$ cat config.mk
export PLATFORM = sky130hd
export DESIGN_NAME = cfs_cost
export DESIGN_NICKNAME = d
export VERILOG_FILES = /design/src/hw/rtl/cfs_pkg.sv /design/src/hw/rtl/cfs_cost.sv
export SDC_FILE = /design/constraint.sdc
export NUM_CORES = 1
export LEC_CHECK = 0
export BUFFER_PORTS_ARGS = -buffer_cell sky130_fd_sc_hd__buf_2
export CORE_MARGIN = 4
export CORE_UTILIZATION = 41
export DETAILED_ROUTE_END_ITERATION = 7
export PLACE_DENSITY = 0.71
export SETUP_SLACK_MARGIN = 0.05
export SLEW_MARGIN = 20
export SYNTH_ARGS = -nofsm -noshare
export SYNTH_HDL_FRONTEND = slang
export SYNTH_SLANG_ARGS = --single-unit
$ cat constraint.sdc
create_clock -name clock -period 0.9 [get_ports clock]
set_clock_uncertainty 0.1 [all_clocks]
set_input_delay 0.09 -clock clock [delete_from_list [all_inputs] [get_ports clock]]
set_output_delay 0.09 -clock clock [all_outputs]
set_load 0.02 [all_outputs]
$ cat src/hw/rtl/cfs_pkg.sv
package cfs_pkg;

   localparam int LOC_W          = 12;
   localparam int CFS_LOCALS_MAX = 4095;
   localparam int BUDGET_W       = 16;

   localparam logic [BUDGET_W-1:0] CFS_RESET_BUDGET = 16'd32768;
   localparam logic [BUDGET_W-1:0] CFS_BYTES_MAX    = 16'hFFFF;

   typedef enum logic [2:0] {
      OP_PUSH        = 3'd0,
      OP_POP         = 3'd1,
      OP_FAST_POP    = 3'd2,
      OP_STEP        = 3'd3,
      OP_ADVANCE     = 3'd4,
      OP_JUMP        = 3'd5,
      OP_LOCAL_READ  = 3'd6,
      OP_LOCAL_WRITE = 3'd7
   } op_type;

   typedef enum logic [1:0] {
      STATUS_OK        = 2'd0,
      STATUS_OVERFLOW  = 2'd1,
      STATUS_UNDERFLOW = 2'd2,
      STATUS_RANGE     = 2'd3
   } status_type;

   typedef struct packed {
      op_type           op;
      logic [31:0]      func_id;
      logic [31:0]      code_address;
      logic [LOC_W-1:0] new_locals;
      logic [15:0]      advance_by;
      logic [LOC_W-1:0] local_slot;
      logic [63:0]      write_value;
   } req_type;

   typedef struct packed {
      status_type          status;
      logic [31:0]         pc_out;
      logic [31:0]         current_func;
      logic [LOC_W-1:0]    current_locals;
      logic [7:0]          frame_depth;
      logic [BUDGET_W-1:0] bytes_left;
      logic [63:0]         read_value;
   } rsp_type;

   typedef logic [BUDGET_W-1:0] cfg_type;

endpackage

$ cat src/hw/rtl/cfs_cost.sv
module cfs_cost #(
   parameter int HEADER_BYTES = 32,
   parameter int VALUE_BYTES  = 8,
   parameter int ALIGN_BYTES  = 8,
   parameter int COST_W       =
      $clog2(HEADER_BYTES + cfs_pkg::CFS_LOCALS_MAX * VALUE_BYTES + ALIGN_BYTES)
) (
   input  logic                      clock,
   input  logic                      load,
   input  logic [cfs_pkg::LOC_W-1:0] locals,
   output logic [COST_W-1:0]         cost
);

   import cfs_pkg::*;

   // Round up by reciprocal: floor(x * RECIP / 2^QSH) is exact for x below 2^COST_W
   localparam int SHIFT_L = $clog2(ALIGN_BYTES);
   localparam int QSH     = COST_W + SHIFT_L;
   localparam longint unsigned RECIP =
      ((64'd1 << QSH) + 64'(ALIGN_BYTES) - 64'd1) / 64'(ALIGN_BYTES);
   localparam int PW = 2 * COST_W + 1;

   logic [COST_W-1:0] raw_ff;
   logic [PW-1:0]     prod_ff;
   logic [COST_W-1:0] quot;

   always_ff @(posedge clock) begin
      if (load) begin
         raw_ff <= COST_W'(locals) * COST_W'(VALUE_BYTES)
                   + COST_W'(HEADER_BYTES + ALIGN_BYTES - 1);
      end
      prod_ff <= PW'(raw_ff) * PW'(RECIP);
   end

   assign quot = COST_W'(prod_ff >> QSH);
   assign cost = quot * COST_W'(ALIGN_BYTES);

endmodule

# [Yosys cells after proc, flatten, opt, wreduce, memory -nomap -nowiden]
# Cells that the tools add are included.
[op_classes] addsub=1
[op_table] op="adder 15 x 6 -> 16 bit (second input constant)" n=1
[totals] register_bits=32 input_bits=14 word_cells=3 output_inout_bits=16

# [Longest topological paths before layout]
# Gate-level depths: netlist of run 1.
[depth] depth_word=1 depth_mapped=3 mapped_depth_nobuf=3

# [Least setup slack after synthesis of run 1]
# OpenSTA, ideal clock, no wires.
[synth_path] kind="input to register" startpoint="in locals[5] (netlist name)" endpoint="reg raw_ff[13] (data pin)" cell_stages=3 t_arrival_ps=552 path_slack_ps=-9 t_required_ps=542 setup_time_ps=258 cell_sequence="and4_4 > nand4_1 > xnor2_1"
[synth_via] elab_chain_cells=1
[synth_rtl] item="from (decl)" line="cfs_cost.sv:10" text="input logic [cfs_pkg::LOC_W-1:0] locals,"
[synth_rtl] item="adder 15 x 6 -> 16 bit" line="cfs_cost.sv:30" text="+ COST_W'(HEADER_BYTES + ALIGN_BYTES - 1);"
[synth_rtl] item="to (signal assigned)" line="cfs_cost.sv:29" text="raw_ff <= COST_W'(locals) * COST_W'(VALUE_BYTES)"
[synth_rtl] item="to (decl)" line="cfs_cost.sv:23" text="logic [COST_W-1:0] raw_ff;"
# Every way passes these cells.
# A chain may end at the register's enable or synchronous reset.

# [Worst setup path in the final report of run 1]
[layout_path] startpoint="reg prod_ff[29]" endpoint="out cost[13]"
[layout_rtl] item="from (decl)" line="cfs_cost.sv:24" text="logic [PW-1:0] prod_ff;"
[layout_rtl] item="from (signal assigned)" line="cfs_cost.sv:32" text="prod_ff <= PW'(raw_ff) * PW'(RECIP);"
[layout_rtl] item="to (decl)" line="cfs_cost.sv:11" text="output logic [COST_W-1:0] cost"
# No word-level cell between the ends.

==> run metrics, run 1 <==
CP bufs+invs 1; Multi-input gate area 168.9 sq um; die height 53.15 um; first-pass GRT wire length 1752 um; die width 53.15 um; Clock Path Buffers 2; CTS tree built; Hold-fix buffers, CTS 2; DRC violations left 0; Worst Setup End Kind output pin; Max Clock Freq 1053 MHz; H-tree Lvls 1; DR WL/cell 10.02 um; DP Area 1055 sq um; Logic pwr share 0.144; Worst Path Max Fanout 1; CP max stage delay 0.34 ns; Net Sw Power 0.0004648 W; total design power 0.002161 W; die area 2825 sq um; clk slew on worst S/H paths 0.12 ns; post-layout instance area 1199 sq um; register area 666.9 sq um; endpoints failing hold 1; final slew viol count 0; power per cell area 1803 nW/um^2; Yosys warning total 0; crit-path cells buf_6; Max IR drop VDD 0.0007958 V; synthesized area per cell 16.39 sq um; Final Util 0.6173; internal power 0.001696 W; PortBufs 26; # fillers 159; num rows 16; RSZ-0062 raised after global routing true; maxcap violations 0; leakage power 0.4992 nW; drt pass-1 iters 4; nets 107; switch share 0.2151; core area 1942 sq um; Critical-path top delay cell dfxtp_2; synthesized area 835.8 sq um; Starting Density 0.4304; CTS Root Cell clkbuf_4; Via Count 491; drt total wl 1182 um; io pins 30; largest net degree at the start of global routing 15; Antenna Nets Post-Route 0; Seq pwr share 0.644; Cell variety after synth 15; clock network power share 0.212; area delta synth->final 43.41%; Seq cells post-synth 26; Worst Path Required 0.71 ns; Place WS -0.1424 ns; post-route setup slack -0.04995 ns; HP Class input pin to flop; total gr overflow 0; failing checks hold timing, setup timing; clock latency on the worst-skew pair 0.30 ns; antenna diode count 0; vias in the first global route 442; # setup viols final 13; DR iter-0 viols 7; status complete, but fails checks; Tmin final 0.9500 ns; initial antenna violation count 0; clock sinks 26; layout cells sized above 1 0.6044; Num CTS Buffers 3; crit path DAT 0.76 ns; delay-heaviest family, CP flip-flops; startpoint types flop; Post-Syn Instances 51; register area share after synthesis 0.7784; Tot GR Track Use 0.08868; placer congestion estimate 0.8101; Crit Path Class flop to output pin; Min Hold Slack -0.006490 ns; fin crit share 1.056; via density per instance 4.161
[repair_timing]
item                                    in CTS  in global routing
pin swaps                                    0                  0
hold endpoints to repair                     3                  1
resized for setup                           39                  0
endpoints found under the setup margin      13                 13
cloned                                       0                  0
buffers inserted                             0                  0
[layout make-up]
class	instances	area share
Timing Repair Buffer	37	0.2495
Multi-Input combinational cell	23	0.1409
Clock buffer	4	0.02192
Sequential cell	26	0.5564
Inverter	1	0.003132
Tap cell	27	0.02818
[power by group through the flow]
stage | clock [W] | combinational [W] | sequential [W]
after CTS | 0.000485 | 0.000314 | 0.00139
after detailed placement | 0 | 0.000251 | 0.00140
after floorplan | 0 | 0.0000553 | 0.00146
after global placement | 0 | 0.000247 | 0.00139
final | 0.000458 | 0.000312 | 0.00139
after global routing | 0.000518 | 0.000334 | 0.00140
[per-stage QoR]
| step | setup TNS [ns] | cells |
|---|---|---|
| floorplan | 0 | 53 |
| global placement | -0.5970 | 112 |
| detailed placement | -0.7247 | 112 |
| CTS | -0.7787 | 118 |
| global route | -1.032 | 118 |
| finish | -0.5678 | 118 |
[state kept, by name, indices dropped and copies added (netlist names)]
register  count
raw_ff       13
prod_ff      13
[metal layers]
metal  vias up  wire length, um  track usage
met1       218              478      0.09584
met2        18              629       0.1591
li1        255                -            -
met5         -                0            0
met4         0                0      0.06383
met3         0               74     0.008451
[cell usage after synthesis (all sizes together)]
library cell,n,area [sq um]
dfxtp,13,260.3
edfxtp,13,390.4
xnor2,7,61.31
buf,3,22.52
nand3,3,15.01
nand4,3,18.77
and3,2,13.77
and4,2,21.27
conb,1,3.750
ha,1,12.51
inv,1,3.750
nand2,1,3.750
xor2,1,8.760
[cells by family after synthesis]
logic type,Yosys count,share of synthesized area
xor+xnor,8,0.08384
fa+ha+maj,1,0.01497
buf+inv,4,0.03143
flops,26,0.7784
other cells,1,0.004487
simple gates,11,0.08683
[path summary, 6_finish.rpt]
path / startpoint / endpoint / slack (ns) / cells past startpoint
max: prod_ff[29] / cost[13] / -0.05 / 1
min: locals[11] / raw_ff[14] / -0.006 / 2
max reg2reg: raw_ff[6] / prod_ff[22] / 0.29 / 0
min reg2reg: raw_ff[14] / prod_ff[30] / 0.25 / 0
[placed cells by master (no fill, tap or decap)]
master,count
and4_4,1
buf_4,9
and3_1,1
dfxtp_2,13
inv_1,1
clkbuf_1,1
clkbuf_4,3
and4_2,1
conb_1,3
and3_2,1
edfxtp_1,13
nand4_1,3
nand3_1,3
nand2_1,1
xnor2_1,7
buf_2,13
dlygate4sd3_1,2
xor2_1,1
ha_2,1
buf_6,13
Note: power is estimated with default switching activity, not from simulation.
==> inputs of run 2 (changes only) <==
ABC_AREA = 1   (was not set)
CORE_UTILIZATION = 43   (was 41)
PLACE_DENSITY = 0.72   (was 0.71)
==> run metrics, run 2 <==
synthesized area 907.1 sq um; switch share 0.2253; delay-heaviest family, CP flip-flops; power per cell area 1788 nW/um^2; post-route setup slack -0.06273 ns; Top Registers prod_ff: 13 flops, raw_ff: 13 flops; Net Sw Power 0.0005106 W; Seq pwr share 0.612; internal power 0.001756 W; post-CTS setup buffers 0; commonest non-fill, non-tap cell in the layout nand2_1; Num CTS Buffers 3; DR iter-0 viols 4; io pins 30; Antenna Nets Post-Route 0; Place WS -0.2336 ns; Via Count 599; Tot GR Track Use 0.1189; Seq cells post-synth 26; crit-path cells buf_6; endpoints failing hold 3; Detail Placement HPWL 1067 um; clock sinks 26; vias in the first global route 554; total design power 0.002266 W; top post-synthesis cells by area edfxtp_1, dfxtp_1, nand2_1; CTS tree built; clock network power share 0.245; startpoint types flop; Worst Path Required 0.71 ns; Critical-path top delay cell dfxtp_2; Post-Syn Instances 78; DRC violations left 0; largest net degree at the start of global routing 15; Worst Path Max Fanout 1; Starting Density 0.4577; via density per instance 4.279; total gr overflow 0; # setup viols final 13; Hold-fix buffers, CTS 3; Tmin final 0.9627 ns; Max IR drop VDD 0.0008025 V; post-synth top area share 0.4303; antenna diode count 0; PortBufs 26; # fillers 137; crit path DAT 0.77 ns; drt pass-1 iters 4; core area 1982 sq um; synthesized area per cell 11.63 sq um; status complete, but fails checks; leakage power 0.5867 nW; RSZ-0062 raised after global routing true; Clock Path Buffers 2; die width 53.93 um; Worst Setup End Kind output pin; area delta synth->final 39.72%; Post-synth EDFFs 13; Crit Path Class flop to output pin; initial antenna violation count 0; drt total wl 1483 um; HP Class input pin to flop; num rows 16; first-pass GRT wire length 2373 um; clock latency on the worst-skew pair 0.31 ns; CTS Root Cell clkbuf_4; nets 129; Yosys warning total 0; synth cell count leaders nand2_1, dfxtp_1, edfxtp_1; fin crit share 1.070; failing checks hold timing, setup timing; Post-synth top flop edfxtp_1; cell with the most instances after synthesis nand2_1; final slew viol count 0; DR WL/cell 10.59 um; placer congestion estimate 0.6844; die height 53.93 um; register area share after synthesis 0.7172; die area 2908 sq um; maxcap violations 0; Min Hold Slack -0.02419 ns; layout cells sized above 1 0.4690; CP bufs+invs 1; Async SR Flop Fraction 0; most frequent cells in the layout nand2_1, buf_2, buf_6, dfxtp_2, edfxtp_1; Max Clock Freq 1039 MHz; Logic pwr share 0.143; CP max stage delay 0.34 ns; clk slew on worst S/H paths 0.13 ns; H-tree Lvls 1; area leader, netlist edfxtp_1; Cell variety after synth 17
## run 2: cell types whose count changed in the layout (fill, tap and decap cells not counted), sizes merged, moves of 2 or more
cell | before | now
nand2 | 1 | 18
inv | 1 | 12
xnor2 | 7 | 0
buf | 35 | 29
nor2 | 0 | 6
nand3 | 3 | 6
and3 | 2 | 0
and4 | 2 | 0
## run 2: kinds of logic (layout without fill, tap and decap cells)
kind of cell / Yosys count / count (layout) / synth area share
buffers and inverters: 15 / 48 / 0.07448
adder cells (fa/ha/maj): 1 / 1 / 0.01379
flip-flops: 26 / 26 / 0.7172
XOR/XNOR: 2 / 2 / 0.01931
AO/OA/AOI/OAI: 1 / 1 / 0.005512
AND/OR/NAND/NOR: 32 / 32 / 0.1655
other: 1 / 3 / 0.004134
## run 2: area by class of cell
| class | instances | area [sq um] | share of cell area |
|---|---|---|---|
| multi-input cells | 39 | 221.5 | 0.1747 |
| flip-flops and latches | 26 | 666.9 | 0.5262 |
| clock buffers | 4 | 36.28 | 0.02863 |
| inverters | 12 | 45.04 | 0.03554 |
| well taps | 27 | 33.78 | 0.02665 |
| repair buffers | 32 | 264.0 | 0.2083 |
## run 2: path summary, 6_finish.rpt
| kind | cells past startpoint | endpoint | slack, ns | start |
|---|---|---|---|---|
| worst min register to register | 0 | prod_ff[28] | 0.26 | raw_ff[12] |
| worst max register to register | 0 | prod_ff[21] | 0.30 | raw_ff[5] |
| worst max-delay path | 1 | cost[4] | -0.06 | prod_ff[20] |
| worst min-delay path | 3 | raw_ff[14] | -0.02 | locals[11] |
## run 2: metal layers
| metal | share of wire | GRT usage | up-vias | wire length (um) |
|---|---|---|---|---|
| li1 | - | - | 312 | - |
| met1 | 0.39 | 0.1303 | 266 | 574 |
| met2 | 0.55 | 0.2117 | 19 | 810 |
| met3 | 0.053 | 0.01662 | 2 | 79 |
| met4 | 0.013 | 0.07660 | 0 | 19 |
| met5 | 0 | 0 | - | 0 |
## run 2: metrics by stage
stage          instance area (sq um)  TNS, ns  std cells  utilization
6_report                        1267  -0.7151        140       0.6395
5_1_grt                         1267   -1.147        140       0.6395
4_1_cts                         1267  -0.8240        140       0.6395
3_5_place_dp                    1104  -0.9461        133       0.5568
3_3_place_gp                    1104  -0.7655        133       0.5568
2_1_floorplan                  939.7        0         80            -
## run 2: timing repair
item / in CTS / in global routing
gates resized for setup: 39 / 0
endpoints found under the hold margin: 6 / 2
setup endpoints to repair: 13 / 13
cloned: 0 / 0
## run 2: power groups by stage
stage	combinational [W]	sequential, W	clock, W
2_1_floorplan	0.0000776	0.00146	0
3_3_place_gp	0.000251	0.00139	0
3_5_place_dp	0.000256	0.00139	0
4_1_cts	0.000323	0.00139	0.000568
5_1_grt	0.000351	0.00140	0.000618
6_report	0.000324	0.00139	0.000556
==> inputs of run 3 (changes only) <==
CORE_UTILIZATION = 50   (was 43)
PLACE_DENSITY = 0.83   (was 0.72)
clock period = 1.2 ns   (was 0.9 ns; I/O delays follow)
==> run metrics, run 3 (synthesized netlist as in run 2, its figures left out) <==
power per cell area 1402 nW/um^2; core area 1727 sq um; DR WL/cell 9.430 um; vias in the first global route 498; r2r worst-path depth 0; RSZ-0062 raised after global routing false; endpoints failing hold 0; fin crit share 0.8409; clock latency on the worst-skew pair 0.30 ns; H-tree Lvls 1; DRC violations left 0; PortBufs 26; Tot GR Track Use 0.09987; crit-path cells buf_2; Critical-path top delay cell dfxtp_1; most frequent cells in the layout buf_2, nand2_1, dfxtp_1, edfxtp_1, inv_1; drt pass-1 iters 4; met1 Use GR 0.1135; commonest non-fill, non-tap cell in the layout buf_2; Detail Placement HPWL 968 um; end of the critical path cost[14]; most used routing layer met2; Worst Path Required 0.98 ns; Worst Setup End Kind output pin; die area 2560 sq um; total design power 0.001556 W; final slew viol count 0; DR iter-0 viols 10; Worst R2R Setup Slack 0.59 ns; Max Clock Freq 991.0 MHz; initial antenna violation count 0; nets 126; Crit Path Class flop to output pin; maxcap violations 0; HP Class input pin to flop; # fillers 147; GR Util met3 0.02671; Via Count 579; Worst Setup SP prod_ff[30]; Top Registers prod_ff: 13 flops, raw_ff: 13 flops; die height 50.60 um; post-CTS setup buffers 0; drt total wl 1273 um; met2 Use GR 0.1652; Min Hold Slack 0.002111 ns; die width 50.60 um; Clock Path Buffers 2; Starting Density 0.5254; # setup viols final 0; delay-heaviest family, CP flip-flops; placer congestion estimate 0.7945; layout cells sized above 1 0.3091; largest net degree at the start of global routing 15; num rows 15; Tmin final 1.009 ns; area delta synth->final 22.34%; Max IR drop VDD 0.0006548 V; Antenna Nets Post-Route 0; io pins 30; r2r endpoint prod_ff[22]; status finished clean; CTS Root Cell clkbuf_4; Critical R2R Launch raw_ff[6]; first-pass GRT wire length 1918 um; cell count along the critical path 1; CP max stage delay 0.33 ns; via density per instance 4.289; antenna diode count 0; startpoint types flop; crit path DAT 0.79 ns; Num CTS Buffers 3; CP bufs+invs 1; Hold Startpoint locals[11]; CTS tree built; clk slew on worst S/H paths 0.13 ns; Worst Path Max Fanout 1; leakage power 0.5313 nW; clock sinks 26; total gr overflow 0
run 3: timing repair:
action,CTS,global route
resized for setup,0,0
endpoints found under the hold margin,3,0
hold buffers,3,0
run 3: per-stage QoR:
step	setup TNS (ns)	utilization	cell area, sq um	worst slack, ns	instances
5_1_grt	0	0.6428	1110	0.1350	135
3_5_place_dp	-0.01017	0.6101	1054	-0.01017	128
4_1_cts	0	0.6428	1110	0.1855	135
3_3_place_gp	0	0.6101	1054	0.06163	128
6_report	0	0.6428	1110	0.1909	135
2_1_floorplan	0	-	914.6	0.2102	80
run 3: area by class of cell:
| cell class | instances | area (sq um) | area share |
|---|---|---|---|
| Clock buffer | 4 | 26.28 | 0.02368 |
| Timing Repair Buffer | 29 | 160.2 | 0.1443 |
| Inverter | 12 | 45.04 | 0.04059 |
| Tap cell | 25 | 31.28 | 0.02819 |
| Sequential cell | 26 | 650.6 | 0.5862 |
| Multi-Input combinational cell | 39 | 196.4 | 0.1770 |
run 3: how the worst min path moves through the flow:
stage | endpoint | depth (start not counted) | slack [ns]
global placement | raw_ff[3] | 1 | 0.20
floorplan | raw_ff[3] | 0 | 0.12
finish | raw_ff[14] | 3 | 0.002
CTS | raw_ff[14] | 3 | 0.006
global route | raw_ff[14] | 3 | 0.007
detailed placement | raw_ff[4] | 1 | 0.20
run 3: power breakdown:
part           internal [W]  switching [W]  leakage, nW
Combinational     0.0000623       0.000121        0.280
Clock              0.000129       0.000220       0.0150
Sequential          0.00101      0.0000136        0.237
Total               0.00120       0.000355        0.531
run 3: per-layer routing:
metal	routed length [um]	share of wire
met5	0	0
met4	24	0.019
met3	80	0.063
met2	623	0.49
met1	545	0.43
